$ cat config.mk
export PLATFORM = sky130hd
export DESIGN_NAME = efl_result_reg
export DESIGN_NICKNAME = d
export VERILOG_FILES = /design/src/sv/efl_pkg.sv /design/src/sv/efl_result_reg.sv
export VERILOG_INCLUDE_DIRS = /design/src /design/src/sv
export SDC_FILE = /design/constraint.sdc
export NUM_CORES = 1
export LEC_CHECK = 0
export ABC_AREA = 1
export ABC_CLOCK_PERIOD_IN_PS = 800
export BUFFER_PORTS_ARGS = -buffer_cell sky130_fd_sc_hd__buf_2
export CAP_MARGIN = 20
export CORE_MARGIN = 10
export CORE_UTILIZATION = 34
export CTS_CLUSTER_DIAMETER = 50
export DETAILED_ROUTE_END_ITERATION = 10
export PLACE_DENSITY_LB_ADDON = 0.1
export SLEW_MARGIN = 20
export SYNTH_ARGS = -nofsm -noshare
export SYNTH_HDL_FRONTEND = slang
export SYNTH_SLANG_ARGS = --single-unit
$ cat constraint.sdc
create_clock -name clk -period 0.8 [get_ports clk]
set_input_delay 0.12 -clock clk [delete_from_list [all_inputs] [get_ports clk]]
set_output_delay 0.12 -clock clk [all_outputs]
set_load 0.02 [all_outputs]
$ cat src/sv/extent_free_list_block_allocator_core_assert.svh
// Assertion macros shared by the extent free-list allocator modules.
`ifndef EXTENT_FREE_LIST_BLOCK_ALLOCATOR_CORE_ASSERT_SVH
`define EXTENT_FREE_LIST_BLOCK_ALLOCATOR_CORE_ASSERT_SVH

// Same-cycle implication, checked on every rising edge outside reset.
`define EFL_ASSERT_NOW(label, ante, cons) \
    label: assert property (@(posedge clk) disable iff (!rst_n) (ante) |-> (cons)) \
        else $error("allocator assertion failed");

// Next-cycle implication, checked on every rising edge outside reset.
`define EFL_ASSERT_NEXT(label, ante, cons) \
    label: assert property (@(posedge clk) disable iff (!rst_n) (ante) |=> (cons)) \
        else $error("allocator assertion failed");

`endif

$ cat src/sv/efl_pkg.sv
// Shared constants, types and codes for the extent free-list allocator.
package efl_pkg;

    localparam int NUM_BLOCKS = 1024;
    localparam int BLK_W      = $clog2(NUM_BLOCKS);
    localparam int TB_W       = BLK_W + 1;

    localparam logic [BLK_W-1:0] BLK_LAST  = BLK_W'(NUM_BLOCKS - 1);
    localparam logic [BLK_W-1:0] FREE_MAX  = BLK_W'(NUM_BLOCKS - 1);
    localparam logic [TB_W-1:0]  TB_MIN    = TB_W'(2);
    localparam logic [TB_W-1:0]  TB_MAX    = TB_W'(NUM_BLOCKS);
    localparam logic [TB_W-1:0]  TB_RESET  = TB_W'(1024);

    localparam logic [1:0] OP_ALLOC  = 2'd0;
    localparam logic [1:0] OP_FREE   = 2'd1;
    localparam logic [1:0] OP_FORMAT = 2'd2;

    localparam logic STATUS_DONE = 1'b0;
    localparam logic STATUS_NONE = 1'b1;

    typedef struct packed {
        logic [BLK_W-1:0] len;
        logic [BLK_W-1:0] next;
    } rec_t;

    typedef struct packed {
        logic             we;
        logic [BLK_W-1:0] waddr;
        rec_t             wdata;
        logic             re;
        logic [BLK_W-1:0] raddr;
    } mem_req_t;

    typedef struct packed {
        logic [BLK_W-1:0] granted_block;
        logic             status;
        logic [BLK_W-1:0] free_count;
    } res_t;

endpackage

$ cat src/sv/efl_result_reg.sv
// Output register holding one result until the receiver takes it.
module efl_result_reg
    import efl_pkg::*;
(
    input  logic             clk,
    input  logic             rst_n,
    input  logic             load,
    input  res_t             res,
    output logic             load_ready,
    output logic             out_valid,
    input  logic             out_ready,
    output logic [BLK_W-1:0] granted_block,
    output logic             status,
    output logic [BLK_W-1:0] free_count
);

    logic valid_reg;
    res_t data_reg;

    assign load_ready = !valid_reg || out_ready;

    always_ff @(posedge clk or negedge rst_n)
    begin
        if (!rst_n)
        begin
            valid_reg <= 1'b0;
        end
        else if (load)
        begin
            valid_reg <= 1'b1;
        end
        else if (out_ready)
        begin
            valid_reg <= 1'b0;
        end
    end

    always_ff @(posedge clk)
    begin
        if (load)
        begin
            data_reg <= res;
        end
    end

    assign out_valid     = valid_reg;
    assign granted_block = data_reg.granted_block;
    assign status        = data_reg.status;
    assign free_count    = data_reg.free_count;

`include "extent_free_list_block_allocator_core_assert.svh"

    `EFL_ASSERT_NOW(a_load_has_room, load, load_ready)
    `EFL_ASSERT_NEXT(a_held_while_stalled, valid_reg && !out_ready && !load,
                     valid_reg && $stable(data_reg))
    `EFL_ASSERT_NEXT(a_load_sets_valid, load, valid_reg)

endmodule

# ---- After elaboration in Yosys (flattened, before gate mapping)
# Index checks and enable logic that the tools add are counted.
dict set report word_totals {
  register_bits 22
  inputBits 25
  out_inout_bits 23
}
dict set report classes {
  n_mux 2
  reduce_logical 3
}
# operator n
set op_table {}
lappend op_table {{$mux W1} 2}
lappend op_table {{$reduce_bool A2 Y1} 1}
lappend op_table {{$logic_not A1 Y1} 1}
lappend op_table {{$logic_or A1 B1 Y1} 1}

# ---- Depth between registers and ports, before layout
dict set report depth {
  ltp_word 2
  ltp_mapped 3
  mapped_depth_nobuf 3
}

# ---- Worst setup path after synthesis
# No wires, ideal clock.
dict set report synth_timing {
  path_type {reg2reg}
  from {register out_valid (netlist name)}
  to {register valid_reg (netlist: out_valid)}
  setup_time_ps 122
  arrival_time_ps 654
  required_time_ps 678
  setup_slack_ps 24
  path_stages_with_launch 3
  synth_period_minus_slack_ps 776
  path_cell_list {dfrtp_1 nand2_2 nand2_2}
}
# item line
set synth_rtl {}
lappend synth_rtl {{end signal, assigned} efl_result_reg.sv:26} ;# valid_reg <= 1'b0;
lappend synth_rtl {{end signal, assigned} efl_result_reg.sv:30} ;# valid_reg <= 1'b1;
lappend synth_rtl {{end signal, assigned} efl_result_reg.sv:34} ;# valid_reg <= 1'b0;
lappend synth_rtl {{end, declared} efl_result_reg.sv:17} ;# logic valid_reg;

# ---- Worst setup path in the final report
dict set report layout_timing {
  from {register valid_reg (netlist: out_valid)}
  to {output load_ready}
}
dict set report layout_between {
  elab_chain_cells 2
}
# item line
set layout_rtl {}
lappend layout_rtl {{$logic_not A1 Y1} efl_result_reg.sv:20} ;# assign load_ready = !valid_reg || out_ready;
lappend layout_rtl {{$logic_or A1 B1 Y1} efl_result_reg.sv:20}
lappend layout_rtl {{end, declared} efl_result_reg.sv:9} ;# output logic load_ready,
# No other way between the ends.

==> results.sh <==
export IMPL_drt_initial_drc_count=4
export IMPL_synth_area_top_cells="edfxtp_1, dfrtp_1, nand2_2, inv_1"
export IMPL_worstPathArrival_ns=0.90
export IMPL_synth_cell_types=4
export IMPL_io_pins=48
export IMPL_status="finished with violations"
export IMPL_tightest_slew_ns=0.119
export IMPL_rows=16
export IMPL_failed_checks="setup timing"
export IMPL_syn_num_nets=51
export IMPL_p_leak_nw=0.576
export IMPL_fin_crit_sh_pct=127
export IMPL_clk_insertion_delay_late_ns=0.30
export IMPL_p_sw_mw=0.564
export IMPL_detail_route_wirelength_mm=1.82
export IMPL_antenna_found_initial=0
export IMPL_pwr_share_comb_pct=18.9
export IMPL_nNetsFinal=127
export IMPL_routed_via_density=3.96
export IMPL_synth_ff_type="edfxtp_1"
export IMPL_grtUsageMet2_pct=15.5
export IMPL_cts_made_buffers=3
export IMPL_grt_overflow=0
export IMPL_p_seq_share_pct=56.7
export IMPL_irDropWorstVdd_mv=1.63
export IMPL_cts_root_buf="clkbuf_4"
export IMPL_routedWlPerCell_um=14.3
export IMPL_final_setup_tns_ns=-3.79
export IMPL_async_reset_ff_share_pct=4.55
export IMPL_drtAntennaViolNets=0
export IMPL_io_buffers=47
export IMPL_die_h_um=64.6
export IMPL_netlist_area_um2=676
export IMPL_fin_util_pct=68.8
export IMPL_synth_edf_count=21
export IMPL_final_cells=128
export IMPL_vias=507
export IMPL_setup_viol=23
export IMPL_post_synth_top_area_cell="edfxtp_1"
export IMPL_max_slew_margin_rel_pct=92.1
export IMPL_busiest_layer="met2"
export IMPL_worstSetupPathType="reg -> out"
export IMPL_crit_fanout=2
export IMPL_end_kind="primary output"
export IMPL_layout_drive_gt1_share_pct=54.5
export IMPL_die_x_um=64.6
export IMPL_synthCells=26
export IMPL_powerDensity_nw_per_um2=1860
export IMPL_worst_setup_path_start_kind="register"
export IMPL_synth_seq_cells=22
export IMPL_fmax_mhz=983
export IMPL_cts_tree="yes"
export IMPL_crit_required_ns=0.68
export IMPL_start_util_pct=35.2
export IMPL_synth_top_area_share_pct=93.3
export IMPL_crit_path_start="out_valid"
export IMPL_finClkSkew_ns=0
export IMPL_hold_path_class="in -> async"
export IMPL_grtUsageMet3_pct=4.81
export IMPL_synth_seq_area_share_pct=97.0
export IMPL_total_power_mw=2.46
export IMPL_htree_levels=1
export IMPL_grt_pass1_wl_mm=2.82
export IMPL_rsz0062_at_grt="true"
export IMPL_gr_usage_all_layers_pct=8.70
export IMPL_r2r_end="out_valid"
export IMPL_r2r_start="out_valid"
export IMPL_globalRouteMet1Util_pct=7.86
export IMPL_synth_most_common_cell="edfxtp_1"
export IMPL_synth_common_cells="edfxtp_1, inv_1, nand2_2"
export IMPL_firstDrtPassIters=4
export IMPL_intPower_mw=1.89
export IMPL_r2r_slack_ns=0.09
export IMPL_finalHoldViolCount=0
export IMPL_cap_violations=0
export IMPL_clockPowerShare_pct=24.4
export IMPL_clk_path_buf_depth=2
export IMPL_dpl_cell_count=101
export IMPL_die_area_um2=4170
export IMPL_diodes=0
export IMPL_path_clk_slew_ns=0.12
export IMPL_gp_congestion=0.623
export IMPL_avgSynthCellArea_um2=26.0
export IMPL_grt_max_degree=23
export IMPL_numClockSinks=22
export IMPL_core_area_um2=1920
export IMPL_swShare_pct=23.0
export IMPL_synthToLayoutAreaGrowth_pct=95.7
export IMPL_min_period_ns=1.02
export IMPL_first_global_vias=565
export IMPL_reg2regPathDepth=3
export IMPL_ys_warn_count=0
export IMPL_drc_errors=0
export IMPL_slew_viol_final=0
export IMPL_layout_setup_ws_ns=-0.217
export IMPL_hold_slack_ns=0.0983
-- cell usage in the layout (no fill, tap or decap) --
cell / count
inv_1: 2
buf_4: 1
edfxtp_1: 21
buf_12: 1
buf_6: 15
clkbuf_8: 1
buf_2: 32
dlygate4sd3_1: 22
clkbuf_4: 3
dfrtp_1: 1
nand2_2: 2
-- how the worst max path moves through the flow --
stage	end	slack (ns)
3_5_place_dp	load_ready	0.08
4_1_cts	load_ready	-0.23
6_report	load_ready	-0.22
5_1_grt	load_ready	-0.28
2_1_floorplan	out_valid	0.02
3_3_place_gp	load_ready	0.08
-- power groups by stage --
stage                     sequential [mW]  combinational, mW  clock, mW
final                                1.39              0.465      0.598
after global routing                 1.40              0.493      0.673
after CTS                            1.38              0.420      0.612
after detailed placement             1.41              0.313          0
after global placement               1.40              0.312          0
after floorplan                      1.53             0.0125          0
-- layer usage --
metal	wire (µm)	part of all wire, %	vias up
li1	-	-	247
met1	656	36	235
met2	1000	55	25
met3	164	9.0	0
met4	0	0	0
met5	0	0	-
-- worst max-delay path, stage by stage, from the launching register on --
cell	delay, ns
dfrtp_1	0.40
nand2_2	0.08
buf_6	0.12
-- flip-flops by register name (all words and copies together), names as in the netlist --
register       cells
free_count        10
granted_block     10
out_valid          1
status             1
-- layout make-up --
type	count	area, µm²
clock buffer	4	36.3
inverter	2	7.51
sequential	22	656
multi-input combinational	2	12.5
fill	144	599
timing repair buffer	71	577
tap	27	33.8
-- kinds of logic (layout without fill, tap and decap cells) --
group	count (synthesis)	after routing	synth area share [%]
AND/OR/NAND/NOR	2	2	1.85
flip-flops	22	22	97.0
buffers and inverters	2	77	1.11
-- metrics by stage --
stage	setup slack (ns)	cell area (µm²)
floorplan	0.0245	676
global placement	0.0791	965
detailed placement	0.0750	965
CTS	-0.228	1250
global route	-0.276	1320
finish	-0.217	1320
-- what timing repair did --
item	4_1_cts	5_1_grt
hold endpoints to repair	22	0
endpoints found under the setup margin	23	23
gates resized for setup	8	22
hold buffers	22	0
pin swaps	1	0
buffers inserted	1	0
No activity file was read; power rests on OpenSTA's default activity.
