[src/sv/extent_free_list_block_allocator_core_assert.svh]
// Assertion macros shared by the extent free-list allocator modules.
`ifndef EXTENT_FREE_LIST_BLOCK_ALLOCATOR_CORE_ASSERT_SVH
`define EXTENT_FREE_LIST_BLOCK_ALLOCATOR_CORE_ASSERT_SVH

// Same-cycle implication, checked on every rising edge outside reset.
`define EFL_ASSERT_NOW(label, ante, cons) \
    label: assert property (@(posedge clk) disable iff (!rst_n) (ante) |-> (cons)) \
        else $error("allocator assertion failed");

// Next-cycle implication, checked on every rising edge outside reset.
`define EFL_ASSERT_NEXT(label, ante, cons) \
    label: assert property (@(posedge clk) disable iff (!rst_n) (ante) |=> (cons)) \
        else $error("allocator assertion failed");

`endif

[src/sv/efl_pkg.sv]
// Shared constants, types and codes for the extent free-list allocator.
package efl_pkg;

    localparam int NUM_BLOCKS = 1024;
    localparam int BLK_W      = $clog2(NUM_BLOCKS);
    localparam int TB_W       = BLK_W + 1;

    localparam logic [BLK_W-1:0] BLK_LAST  = BLK_W'(NUM_BLOCKS - 1);
    localparam logic [BLK_W-1:0] FREE_MAX  = BLK_W'(NUM_BLOCKS - 1);
    localparam logic [TB_W-1:0]  TB_MIN    = TB_W'(2);
    localparam logic [TB_W-1:0]  TB_MAX    = TB_W'(NUM_BLOCKS);
    localparam logic [TB_W-1:0]  TB_RESET  = TB_W'(1024);

    localparam logic [1:0] OP_ALLOC  = 2'd0;
    localparam logic [1:0] OP_FREE   = 2'd1;
    localparam logic [1:0] OP_FORMAT = 2'd2;

    localparam logic STATUS_DONE = 1'b0;
    localparam logic STATUS_NONE = 1'b1;

    typedef struct packed {
        logic [BLK_W-1:0] len;
        logic [BLK_W-1:0] next;
    } rec_t;

    typedef struct packed {
        logic             we;
        logic [BLK_W-1:0] waddr;
        rec_t             wdata;
        logic             re;
        logic [BLK_W-1:0] raddr;
    } mem_req_t;

    typedef struct packed {
        logic [BLK_W-1:0] granted_block;
        logic             status;
        logic [BLK_W-1:0] free_count;
    } res_t;

endpackage

[src/sv/efl_engine.sv]
// Operation sequencer: head pointer, free counter, size register and record updates.
module efl_engine
    import efl_pkg::*;
(
    input  logic             clk,
    input  logic             rst_n,
    input  logic             in_valid,
    output logic             in_ready,
    input  logic [1:0]       op,
    input  logic [BLK_W-1:0] block,
    input  logic             cfg_we,
    input  logic [TB_W-1:0]  cfg_wdata,
    output mem_req_t         mem_req,
    input  rec_t             mem_rdata,
    input  logic             res_ready,
    output logic             res_load,
    output res_t             res
);

    localparam logic ST_IDLE = 1'b0;
    localparam logic ST_EXEC = 1'b1;

    logic             state_reg, state_next;
    logic [BLK_W-1:0] head_reg, head_next;
    logic [BLK_W-1:0] free_reg, free_next;
    logic [TB_W-1:0]  total_reg;
    logic [1:0]       op_reg;
    logic [BLK_W-1:0] blk_reg;
    logic [TB_W-1:0]  tb_clamped;
    logic [BLK_W-1:0] head_inc;
    logic             in_accept;

    assign in_ready  = (state_reg == ST_IDLE);
    assign in_accept = in_valid && in_ready;
    assign res_load  = (state_reg == ST_EXEC) && res_ready;

    // Out-of-range sizes are pulled into the legal range.
    always_comb
    begin
        priority if (total_reg < TB_MIN)
        begin
            tb_clamped = TB_MIN;
        end
        else if (total_reg > TB_MAX)
        begin
            tb_clamped = TB_MAX;
        end
        else
        begin
            tb_clamped = total_reg;
        end
    end

    assign head_inc = (head_reg == BLK_LAST) ? '0 : head_reg + BLK_W'(1);

    always_comb
    begin
        state_next        = state_reg;
        head_next         = head_reg;
        free_next         = free_reg;
        mem_req.re        = in_accept;
        mem_req.raddr     = head_reg;
        mem_req.we        = 1'b0;
        mem_req.waddr     = '0;
        mem_req.wdata     = '0;
        res.granted_block = '0;
        res.status        = STATUS_DONE;

        unique case (state_reg)
            ST_IDLE:
            begin
                if (in_accept)
                begin
                    state_next = ST_EXEC;
                end
            end
            ST_EXEC:
            begin
                if (res_ready)
                begin
                    state_next = ST_IDLE;
                    unique case (op_reg)
                        OP_ALLOC:
                        begin
                            if (free_reg == '0 || head_reg == '0)
                            begin
                                res.status = STATUS_NONE;
                            end
                            else
                            begin
                                res.granted_block = head_reg;
                                free_next         = free_reg - BLK_W'(1);
                                if (mem_rdata.len > BLK_W'(1))
                                begin
                                    // Shrink the head extent; its record moves up a block.
                                    head_next          = head_inc;
                                    mem_req.we         = 1'b1;
                                    mem_req.waddr      = head_inc;
                                    mem_req.wdata.len  = mem_rdata.len - BLK_W'(1);
                                    mem_req.wdata.next = mem_rdata.next;
                                end
                                else
                                begin
                                    head_next = mem_rdata.next;
                                end
                            end
                        end
                        OP_FREE:
                        begin
                            if (blk_reg != '0)
                            begin
                                mem_req.we         = 1'b1;
                                mem_req.waddr      = blk_reg;
                                mem_req.wdata.len  = BLK_W'(1);
                                mem_req.wdata.next = head_reg;
                                head_next          = blk_reg;
                                if (free_reg != FREE_MAX)
                                begin
                                    free_next = free_reg + BLK_W'(1);
                                end
                            end
                        end
                        OP_FORMAT:
                        begin
                            mem_req.we         = 1'b1;
                            mem_req.waddr      = BLK_W'(1);
                            mem_req.wdata.len  = BLK_W'(tb_clamped - TB_W'(1));
                            mem_req.wdata.next = '0;
                            head_next          = BLK_W'(1);
                            free_next          = BLK_W'(tb_clamped - TB_W'(1));
                        end
                        default:
                        begin
                        end
                    endcase
                end
            end
            default:
            begin
            end
        endcase

        res.free_count = free_next;
    end

    always_ff @(posedge clk or negedge rst_n)
    begin
        if (!rst_n)
        begin
            state_reg <= ST_IDLE;
            head_reg  <= '0;
            free_reg  <= '0;
            total_reg <= TB_RESET;
        end
        else
        begin
            state_reg <= state_next;
            head_reg  <= head_next;
            free_reg  <= free_next;
            if (cfg_we)
            begin
                total_reg <= cfg_wdata;
            end
        end
    end

    always_ff @(posedge clk)
    begin
        if (in_accept)
        begin
            op_reg  <= op;
            blk_reg <= block;
        end
    end

`include "extent_free_list_block_allocator_core_assert.svh"

    `EFL_ASSERT_NEXT(a_accept_then_exec, in_accept, !in_ready)
    `EFL_ASSERT_NEXT(a_load_then_idle, res_load, in_ready)
    `EFL_ASSERT_NOW(a_fail_grants_zero, res_load && res.status == STATUS_NONE,
                    res.granted_block == '0 && op_reg == OP_ALLOC)
    `EFL_ASSERT_NEXT(a_format_head, res_load && op_reg == OP_FORMAT,
                     head_reg == BLK_W'(1) && free_reg != '0)
    `EFL_ASSERT_NOW(a_write_only_on_load, mem_req.we, res_load)

endmodule

[config.mk]
export PLATFORM = sky130hd
export DESIGN_NAME = efl_engine
export DESIGN_NICKNAME = d
export VERILOG_FILES = /design/src/sv/efl_pkg.sv /design/src/sv/efl_engine.sv
export VERILOG_INCLUDE_DIRS = /design/src /design/src/sv
export SDC_FILE = /design/constraint.sdc
export NUM_CORES = 1
export LEC_CHECK = 0
export ABC_AREA = 0
export BUFFER_PORTS_ARGS = -buffer_cell sky130_fd_sc_hd__buf_4
export CAP_MARGIN = 25
export CORE_AREA = 2 2 86 88
export CTS_CLUSTER_SIZE = 8
export DETAILED_ROUTE_END_ITERATION = 7
export DIE_AREA = 0 0 88 90
export PLACE_DENSITY = 0.81
export SKIP_LAST_GASP = 1
export SYNTH_ARGS = -nofsm -noshare
export SYNTH_HDL_FRONTEND = slang
export SYNTH_SLANG_ARGS = --single-unit
export TNS_END_PERCENT = 30
[constraint.sdc]
create_clock -name clk -period 5.95 [get_ports clk]
set_input_delay 1.19 -clock clk [delete_from_list [all_inputs] [get_ports clk]]
set_output_delay 1.19 -clock clk [all_outputs]
set_load 0.01 [all_outputs]
# Yosys cells after proc, flatten, opt, wreduce, memory -nomap -nowiden
# Cells that the tools add are included.
[totals]
regBits = 44
in_bits = 48
out_inout_bits = 65
wordCells = 57
[classes]
n_addsub = 5
n_lt_le_gt_ge = 3
eq_ne = 6
muxes = 27
bitwise_logic = 1
n_reduce_logical = 9
[ops]
columns = ["cell", "n"]
rows = [
  ["$mux 31", 5],
  ["$mux 10", 12],
  ["$pmux 31 s3", 1],
  ["$pmux 10 s3", 2],
  ["$mux 11", 3],
  ["$sub 10x1->10 const B", 3],
  ["$add 10x1->10 const B", 2],
  ["$logic_not 10->1", 2],
  ["$gt 11x11->1 const B", 1],
  ["$lt 11x2->1 const B", 1],
  ["$eq 10x10->1 const B", 1],
  ["$gt 10x1->1 const B", 1],
  ["$ne 10x10->1 const B", 1],
  ["$reduce_bool 10->1", 1],
  ["$reduce_and 5->1", 1],
  ["$ne 2x2->1 const B", 2],
  ["$mux 1", 3],
  ["$reduce_bool 3->1", 1],
  ["$eq 2x1->1 const B", 1],
  ["$eq 2x2->1 const B", 1],
  ["$logic_and 1x1->1", 2],
  ["$logic_not 2->1", 1],
  ["$pmux 1 s2", 1],
  ["$logic_or 1x1->1", 1],
  ["$not 1->1", 1],
]

# Longest topological paths before layout
# Gate-level depths: netlist (run 1).
[logic_depth]
ltp_word = 7
mapped_depth = 9
depth_no_buf = 9

# Least setup slack after synthesis (run 1)
# OpenSTA, ideal clock, no wires.
[synth_timing]
path_kind = "input port to output port"
from = "input mem_rdata[10] (netlist bit)"
to = "output mem_req[34] (netlist bit)"
arrival_ps = 2780
required_time_ps = 4760
slack_ps = 1980
stages = 7
n_path_buf = 1
cell_sequence = "inv_1 -> ha_1 -> o2111ai_1 -> clkbuf_1 -> nand4_1 -> or3_1 -> a21oi_1"
[synth_rtl]
columns = ["item", "line", "text"]
rows = [
  ["start, declared", "efl_engine.sv:14", "input rec_t mem_rdata,"],
  ["end, declared", "efl_engine.sv:13", "output mem_req_t mem_req,"],
]

==> results of run 1 <==
## worst paths after layout
| path | to | startpoint | cells after the start |
|---|---|---|---|
| worst min register to register | total_reg[0]$_DFFE_PN0P_ | total_reg[0]$_DFFE_PN0P_ | 1 |
| max in group asynchronous | total_reg[10]$_DFFE_PN1P_ | rst_n | 1 |
| worst max-delay path | res[8] | total_reg[7]$_DFFE_PN0P_ | 9 |
| worst min-delay path | total_reg[0]$_DFFE_PN0P_ | total_reg[0]$_DFFE_PN0P_ | 1 |
| min in group asynchronous | free_reg[7]$_DFF_PN0_ | rst_n | 1 |
| worst max register to register | free_reg[8]$_DFF_PN0_ | total_reg[7]$_DFFE_PN0P_ | 8 |
## metrics by stage
| step | setup WS [ns] | instances | power (W) | hold slack, ns | instance area (um2) |
|---|---|---|---|---|---|
| after global placement | 1.569 | 646 | 0.001188 | 0.5641 | 4664 |
| final | 1.239 | 655 | 0.001466 | 0.5874 | 4788 |
| after floorplan | 1.980 | 460 | 0.0009127 | 0.5341 | 3777 |
| after global routing | 0.9306 | 655 | 0.001542 | 0.6366 | 4788 |
| after detailed placement | 1.521 | 646 | 0.001197 | 0.5688 | 4664 |
| after CTS | 1.314 | 654 | 0.001441 | 0.5891 | 4781 |
## report_power, final
part	internal, W	total, W	switching (W)
clock network	0.000127	0.000247	0.000120
logic	0.000299	0.000662	0.000363
registers	0.000384	0.000558	0.000174
## Yosys cell counts (3+ instances only)
library cell  count
clkbuf_1         26
a21oi_1          26
xnor2_1           9
o2bb2ai_1         3
xor2_1            4
nor2b_1           8
and3_1            5
nand2_1          29
a22oi_1          16
and4_1            6
ha_1             11
or4_1             4
o31ai_1           7
a32oi_1           4
inv_1            21
mux2_2           17
nor3_1           16
nand2b_1          6
nand3_1          23
and2_1           10
nand3b_1          3
nor2_1           42
o211ai_1          5
a21boi_0          4
or3_1            11
o41ai_1           3
o21ai_0          14
dfrtp_1          31
or2_2             3
a21o_1            4
nand4_1          14
mux2i_1           7
o311ai_0          3
edfxtp_1         12
a211oi_1          3
nor4_1            8
## cells by family after synthesis
| group | count (synthesis) |
|---|---|
| and+or+nand+nor | 197 |
| DFF | 44 |
| xor gates and xnor gates | 13 |
| buffers and inverters | 52 |
| muxes | 24 |
| AOI/OAI and AO/OA | 119 |
| adders and majority gates | 11 |
## layout make-up
class / count / area (um2) / area share (%)
Tap cell: 99 / 123.9 / 2.587
Multi-Input combinational cell: 364 / 2414 / 50.40
Clock inverter: 3 / 47.55 / 0.9929
Timing Repair Buffer: 119 / 893.4 / 18.66
Clock buffer: 5 / 68.82 / 1.437
Sequential cell: 44 / 1162 / 24.27
Inverter: 21 / 78.83 / 1.646
## layer usage
metal  global-route usage, %  routed length (um)  vias to the layer above
met3                   7.071                1190                       36
met2                   50.19                5963                      256
met4                   9.359                 295                        0
met1                   42.84                5238                     1943
li1                        -                   -                     1922
met5                       0                   0                        -
==> impl_metrics.py, run 1 <==
metrics = {
    "timing": {
        "setup_viol": 0,
        "grt_setup_unrepaired": "no",
        "worst_pin_slew_ns": 0.9418,
        "relSlewSlack_pct": 36.98,
        "min_period_ns": 4.711,
        "fmax_ghz": 0.2123,
        "period_share_pct": 79.17,
        "hold_viol_final": 0,
        "setup_tns_ns": 0,
        "drv_slew": 0,
        "skew_ns": 0.01957,
    },
    "cells_and_area": {
        "final_net_count": 614,
        "layout_commonest_cell": "buf_4",
        "postLayoutCoreUtil_pct": 68.21,
        "area_growth_pct": 26.76,
        "n_fill_cell": 602,
        "final_cell_mix": "119 x buf_4, 42 x nor2_1, 31 x dfrtp_1",
        "diodes": 0,
        "drive_above_1_share_pct": 27.70,
        "largest_reg_flops": 11,
    },
    "global_routing": {
        "grt_use_total_pct": 31.65,
        "first_global_vias": 3954,
        "grt_overflow": 0,
        "grt_max_degree": 33,
        "grt_first_pass_wirelength_mm": 19.89,
        "antenna_found_initial": 0,
    },
    "detailed_routing": {
        "drtIter0Drc": 406,
        "detail-route-antenna-nets": 0,
        "vias_per_cell": 6.347,
        "wl_per_cell_um": 19.37,
        "first_pass_iters": 8,
        "drc": 1,
        "postRouteWirelength_mm": 12.69,
        "vias": 4157,
    },
    "worst_setup_path": {
        "path_cells": "or4_4, o41ai_1, ha_1, inv_1, o31ai_1, a21boi_0, a211oi_1, o221ai_1, buf_4",
        "max_stage_delay_ns": 0.59,
        "cp_slowest_cell": "or4_4",
        "cp.arrival_ns": 3.52,
        "path_delay_family": "compound AO/OA/AOI/OAI gates",
        "crit_required_ns": 4.76,
        "critical_path_peak_fanout": 6,
        "crit_path_end_kind": "primary output",
        "r2r_setup_slack_ns": 2.78,
        "critPathLaunchType": "flip-flop",
        "critPathBufInv": 2,
        "crit_type": "flip-flop to primary output",
    },
    "placement": {
        "dp_hpwl_mm": 9.599,
        "place_congestion": 1.015,
        "port_buffers": 112,
    },
    "synth": {
        "seq_area_frac_synth_pct": 30.77,
        "post-synth-top-area-cell": "dfrtp_1",
        "synth_xor_area_share_pct": 3.014,
        "yosys_warnings": 0,
        "synthTopCellsByArea": "dfrtp_1 21%, edfxtp_1 9.5%, mux2_2 5.1%",
        "ys_ff_latch": 44,
        "synthCells": 460,
        "synth_area_um2": 3777,
        "synth_mux_area_share_pct": 6.923,
        "synth_top_area_share_pct": 20.54,
        "synth.distinct_cells": 66,
        "syn_nets": 519,
        "synth-edff-count": 12,
        "async_flop_share_pct": 72.73,
        "synth_compound_area_share_pct": 22.39,
        "synth_ff_type": "dfrtp_1",
        "synth_top_family_by_area": "simple AND/OR/NAND/NOR gates",
        "postSynthAreaPerCell_um2": 8.212,
        "yosys.area_share.simple_pct": 27.92,
        "synthAdderAreaFrac_pct": 3.644,
    },
    "floorplan": {
        "dieHeight_um": 90,
        "dieWidth_um": 88,
        "core_um2": 7020,
        "design.die.area_um2": 7920,
        "num_io_pins": 113,
        "initial_utilization_pct": 53.81,
        "rows": 31,
    },
    "clocking": {
        "post_cts_buffers": 0,
        "cts.sink_count": 44,
        "ctsResizeCount": 0,
        "clk-insertion-delay-late_ns": 0.31,
        "clk_path_buf_depth": 2,
        "clock-root-buffer": "clkbuf_8",
        "clkTransAtPathRegs_ns": 0.09,
        "cts_tree": "yes",
        "cts_hold_buf": 0,
        "htreeDepth": 2,
        "numCtsBuffers": 5,
    },
    "power": {
        "vdd_drop_max_mv": 0.1653,
        "p_per_area_nw_per_um2": 306.2,
        "leakage_nw": 2.042,
    },
    "run_status": {
        "outcome": "complete, but fails checks",
        "violations": "DRC",
    },
    "run": {
        "cap_violations": 0,
    },
    "min_path": {
        "hp-class": "flip-flop to flip-flop",
    },
}
Note: power is estimated with default switching activity, not from simulation.
==> run 2: changes to the inputs <==
- CORE_AREA: 2 2 86 88 -> 2 2 88 90
- DIE_AREA: 0 0 88 90 -> 0 0 90 92
- PLACE_DENSITY: 0.81 -> 0.78
- clock period: 5.95 -> 4.4 ns (I/O delays scaled with it)
==> run 2 against run 1 <==
The run now ends clean. Clock power up 40%. Critical path type unchanged. Register-to-register slack worse by 1.3 ns. Sequential share of layout area down 0.23 points. Wire length up 1.4%. Critical path depth unchanged.
==> impl_metrics.py, run 2 (synthesis results as in run 1) <==
metrics = {
    "global_routing": {
        "grt_first_pass_wirelength_mm": 20.41,
        "grt_use_total_pct": 30.66,
        "first_global_vias": 3977,
        "grt_use_met2_pct": 48.68,
        "grtUsageMet3_pct": 5.341,
        "use_met1_pct": 43.34,
        "grt_max_degree": 33,
        "grt_overflow": 0,
        "antenna_found_initial": 0,
        "busiest_layer": "met2",
    },
    "clocking": {
        "clkTransAtPathRegs_ns": 0.10,
        "clk_path_buf_depth": 2,
        "cts_tree": "yes",
        "clk-insertion-delay-late_ns": 0.31,
        "htreeDepth": 2,
        "numCtsBuffers": 5,
        "cts.sink_count": 44,
        "clock-root-buffer": "clkbuf_8",
    },
    "placement": {
        "post-place-ws_ns": 0.4236,
        "dpl_cell_area_um2": 4706,
        "place_congestion": 0.9495,
        "port_buffers": 112,
        "dp_hpwl_mm": 9.727,
    },
    "cells_and_area": {
        "multiInputGateArea_um2": 2421,
        "seq_area_um2": 1162,
        "final_cell_area_um2": 4835,
        "postLayoutCoreUtil_pct": 64.92,
        "largest_reg_flops": 11,
        "n_fill_cell": 659,
        "final_cell_mix": "123 x buf_4, 42 x nor2_1, 31 x dfrtp_1",
        "final_net_count": 618,
        "layout_commonest_cell": "buf_4",
        "diodes": 0,
        "area_growth_pct": 27.99,
        "drive_above_1_share_pct": 28.39,
    },
    "timing": {
        "period_share_pct": 94.53,
        "fmax_ghz": 0.2404,
        "timing.final.ws_setup_ns": 0.2405,
        "skew_ns": 0.008063,
        "setup_viol": 0,
        "hold_viol_final": 0,
        "grt_setup_unrepaired": "no",
        "min_period_ns": 4.160,
        "relSlewSlack_pct": 43.97,
        "worst_pin_slew_ns": 0.8340,
        "setup_tns_ns": 0,
        "drv_slew": 0,
    },
    "worst_setup_path": {
        "critPathLaunchType": "flip-flop",
        "critical_path_peak_fanout": 6,
        "crit_required_ns": 3.52,
        "cp_slowest_cell": "or4_4",
        "path_cells": "or4_4, o41ai_2, ha_1, inv_1, o311ai_0, a21boi_0, o21ai_0, o211ai_1, buf_4",
        "max_stage_delay_ns": 0.59,
        "crit_path_end_kind": "primary output",
        "path_delay_family": "compound AO/OA/AOI/OAI gates",
        "r2r_setup_slack_ns": 1.47,
        "cp.arrival_ns": 3.28,
        "crit_type": "flip-flop to primary output",
        "critPathBufInv": 2,
    },
    "floorplan": {
        "initial_utilization_pct": 50.72,
        "rows": 32,
        "dieHeight_um": 92,
        "num_io_pins": 113,
        "design.die.area_um2": 8280,
        "core_um2": 7447,
        "dieWidth_um": 90,
    },
    "detailed_routing": {
        "detail-route-antenna-nets": 0,
        "wl_per_cell_um": 19.43,
        "drtIter0Drc": 380,
        "drc": 0,
        "postRouteWirelength_mm": 12.87,
        "vias": 4180,
        "first_pass_iters": 4,
        "vias_per_cell": 6.314,
    },
    "run_status": {
        "outcome": "complete, no violations",
    },
    "power": {
        "totalPowerFinal_w": 0.001994,
        "vdd_drop_max_mv": 0.2110,
        "leakage_nw": 2.065,
        "p_per_area_nw_per_um2": 412.4,
    },
    "run": {
        "cap_violations": 0,
    },
    "min_path": {
        "hp-class": "primary input to async pin",
    },
}
-- run 2: final cells by class --
type | count | area share (%)
Clock buffer | 6 | 1.708
Timing Repair Buffer | 123 | 19.10
Sequential cell | 44 | 24.04
Tap cell | 102 | 2.640
Clock inverter | 2 | 0.8023
Inverter | 21 | 1.630
Multi-Input combinational cell | 364 | 50.08
-- run 2: repair_timing --
action / CTS / global route
buffers inserted: 0 / 0
endpoints found under the setup margin: 0 / 4
gates resized for setup: 0 / 1
hold buffers: 0 / 0
-- run 2: power by group --
part,internal [W],leakage [nW],switching (W)
combinational,0.000410,1.50,0.000493
clock,0.000186,0.0614,0.000159
sequential,0.000519,0.504,0.000228
-- run 2: per-layer routing --
layer | share of wire (%) | wire length, um
met4 | 1.7 | 217
met2 | 46 | 5930
met3 | 8.4 | 1075
met5 | 0 | 0
met1 | 44 | 5640
-- run 2: final timing paths --
| kind | endpoint | depth (start not counted) | from |
|---|---|---|---|
| min | free_reg[7]$_DFF_PN0_ | 1 | rst_n |
| min reg2reg | state_reg$_DFF_PN0_ | 2 | state_reg$_DFF_PN0_ |
| max | res[4] | 9 | total_reg[7]$_DFFE_PN0P_ |
| max in group asynchronous | total_reg[10]$_DFFE_PN1P_ | 1 | rst_n |
| min in group clk | state_reg$_DFF_PN0_ | 2 | state_reg$_DFF_PN0_ |
| max reg2reg | free_reg[4]$_DFF_PN0_ | 8 | total_reg[7]$_DFFE_PN0P_ |
-- run 2: metrics by stage --
stage | cells | hold slack [ns]
6_report | 662 | 0.5141
5_1_grt | 662 | 0.5412
4_1_cts | 662 | 0.5215
3_5_place_dp | 654 | 0.5805
3_3_place_gp | 654 | 0.5635
2_1_floorplan | 460 | 0.5341
==> run 3: changes to the inputs <==
- ABC_AREA: 0 -> 1
- CORE_AREA: 2 2 88 90 -> 2 2 89 91
- CTS_BUF_LIST: not set -> sky130_fd_sc_hd__clkbuf_2
- DIE_AREA: 0 0 90 92 -> 0 0 91 93
- PLACE_DENSITY: 0.78 -> 0.8
==> run 3 against run 2 <==
Hold slack lost 0.15 ns. Sequential share of layout area shrank 0.59 points. Clock-buffer cell count shrank 1. Via count grew 7.4%. Worst setup slack gained 0.30 ns. Die area grew 2.2%. Non-clock buffer count shrank 5. Sequential power shrank 12%. Critical path depth grew 3. Area after synthesis grew 7.1%. Final area grew 2.5%. First-iteration DRC count shrank 0.26%. Largest cell class unchanged. Highest routed layer unchanged.
==> impl_metrics.py, run 3 <==
metrics = {
    "detailed_routing": {
        "vias_per_cell": 5.541,
        "postRouteWirelength_mm": 12.52,
        "first_pass_iters": 5,
        "wl_per_cell_um": 15.45,
        "drtIter0Drc": 379,
        "detail-route-antenna-nets": 0,
        "drc": 0,
        "vias": 4488,
    },
    "synth": {
        "post-synth-top-area-cell": "dfrtp_1",
        "async_flop_share_pct": 72.73,
        "synth_area_um2": 4044,
        "synth_ff_type": "dfrtp_1",
        "ys_top_cells_by_count": "148 x nand2_1, 86 x nor2_1, 65 x inv_1",
        "synthTopCellsByArea": "dfrtp_1 19%, nand2_1 14%, edfxtp_1 8.9%",
        "postSynthAreaPerCell_um2": 6.640,
        "synth_top_area_share_pct": 19.18,
        "seq_area_frac_synth_pct": 28.74,
        "synthCells": 609,
        "yosys_warnings": 0,
        "ys_ff_latch": 44,
        "yosys.cell_count.top_type": "nand2_1",
        "synth.distinct_cells": 43,
        "synth-edff-count": 12,
        "syn_nets": 668,
    },
    "clocking": {
        "numCtsBuffers": 5,
        "cts_tree": "yes",
        "post_cts_buffers": 0,
        "clock-root-buffer": "clkbuf_2",
        "clk_path_buf_depth": 2,
        "cts.sink_count": 44,
        "cts_hold_buf": 0,
        "ctsResizeCount": 0,
        "clk-insertion-delay-late_ns": 0.43,
        "htreeDepth": 2,
        "clkTransAtPathRegs_ns": 0.26,
    },
    "global_routing": {
        "grt_use_total_pct": 29.48,
        "antenna_found_initial": 0,
        "grt_max_degree": 33,
        "grt_overflow": 0,
        "first_global_vias": 4157,
        "grt_first_pass_wirelength_mm": 20.13,
    },
    "placement": {
        "port_buffers": 112,
        "dpl_cell_area_um2": 4885,
        "dp_hpwl_mm": 9.814,
        "dp_cells": 802,
        "place_congestion": 0.9600,
    },
    "cells_and_area": {
        "layout.cells.non_filler": 810,
        "final_cell_mix": "148 x nand2_1, 118 x buf_4, 86 x nor2_1",
        "largest_reg_flops": 11,
        "layout_commonest_cell": "nand2_1",
        "final_net_count": 766,
        "drive_above_1_share_pct": 24.15,
        "diodes": 0,
        "area_growth_pct": 22.59,
        "final_cell_area_um2": 4957,
    },
    "floorplan": {
        "dieHeight_um": 93,
        "design.die.area_um2": 8463,
        "num_io_pins": 113,
        "core_um2": 7527,
        "rows": 32,
        "initial_utilization_pct": 53.72,
        "dieWidth_um": 91,
    },
    "run": {
        "cap_violations": 0,
    },
    "timing": {
        "worst_pin_slew_ns": 0.9108,
        "grt_setup_unrepaired": "no",
        "drv_slew": 0,
        "min_period_ns": 3.856,
        "relSlewSlack_pct": 39.22,
        "hold_viol_final": 0,
        "fmax_ghz": 0.2593,
        "period_share_pct": 87.64,
        "setup_tns_ns": 0,
        "skew_ns": 0.02405,
        "setup_viol": 0,
    },
    "power": {
        "p_per_area_nw_per_um2": 365.0,
        "leakage_nw": 2.420,
        "vdd_drop_max_mv": 0.1694,
    },
    "worst_setup_path": {
        "path_delay_family": "buffers and inverters",
        "cp_slowest_cell": "dfrtp_1",
        "crit_type": "flip-flop to primary output",
        "crit_path_end_kind": "primary output",
        "path_cells": "inv_1, ha_1, nand2_4, nor2_1, nand3_1, nand2_2, inv_2, nand3_4, inv_2, nand3_1, a21oi_1, buf_4",
        "critical_path_peak_fanout": 23,
        "max_stage_delay_ns": 0.50,
        "critPathBufInv": 4,
        "crit_required_ns": 3.52,
        "critPathLaunchType": "flip-flop",
        "cp.arrival_ns": 2.98,
    },
    "min_path": {
        "hp-class": "primary input to async pin",
    },
    "run_status": {
        "outcome": "complete, no violations",
    },
}
-- run 3: logic make-up after synthesis --
kind of cell / after synthesis / synth area share, %
and+or+nand+nor: 334 / 36.79
buffers and inverters: 98 / 10.86
adders and majority gates: 11 / 3.403
AOI/OAI and AO/OA: 91 / 13.00
xor gates and xnor gates: 23 / 4.981
muxes: 8 / 2.228
DFF: 44 / 28.74
-- run 3: worst paths after layout --
kind	start	cells past startpoint	end	slack, ns
max	free_reg[0]$_DFF_PN0_	12	mem_req[24]	0.54
min	rst_n	1	free_reg[9]$_DFF_PN0_	0.36
max reg2reg	free_reg[0]$_DFF_PN0_	10	head_reg[3]$_DFFE_PN0P_	1.77
min reg2reg	total_reg[1]$_DFFE_PN0P_	1	total_reg[1]$_DFFE_PN0P_	0.58
max in group asynchronous	rst_n	1	total_reg[10]$_DFFE_PN1P_	3.68
min in group clk	total_reg[1]$_DFFE_PN0P_	1	total_reg[1]$_DFFE_PN0P_	0.58
-- run 3: through the flow --
stage	total power (W)	utilization [%]	setup slack [ns]	hold WS, ns
finish	0.001809	65.86	0.5438	0.3610
global route	0.001940	65.86	0.2340	0.3360
CTS	0.001801	65.86	0.5418	0.3514
detailed placement	0.001551	64.89	1.000	0.5320
global placement	0.001538	64.89	1.053	0.5270
floorplan	0.001252	-	1.450	0.5043
-- run 3: per-layer routing --
layer	GRT usage (%)	wire length [um]
met5	0	0
met4	6.313	167
met3	4.835	1078
met2	47.72	5832
met1	41.79	5436
-- run 3: final cells by class --
class,instances,area [um2]
Timing Repair Buffer,118,885.9
Clock inverter,3,47.55
Clock buffer,5,25.02
Tap cell,102,127.6
Sequential cell,44,1162
Fill cell,732,2570
Inverter,71,266.5
Multi-Input combinational cell,467,2442
-- run 3: where the power goes --
| group | switching [W] | internal, W | total [W] |
|---|---|---|---|
| Sequential | 0.000153 | 0.000501 | 0.000655 |
| Clock | 0.000146 | 0.0000984 | 0.000244 |
| Combinational | 0.000546 | 0.000364 | 0.000910 |
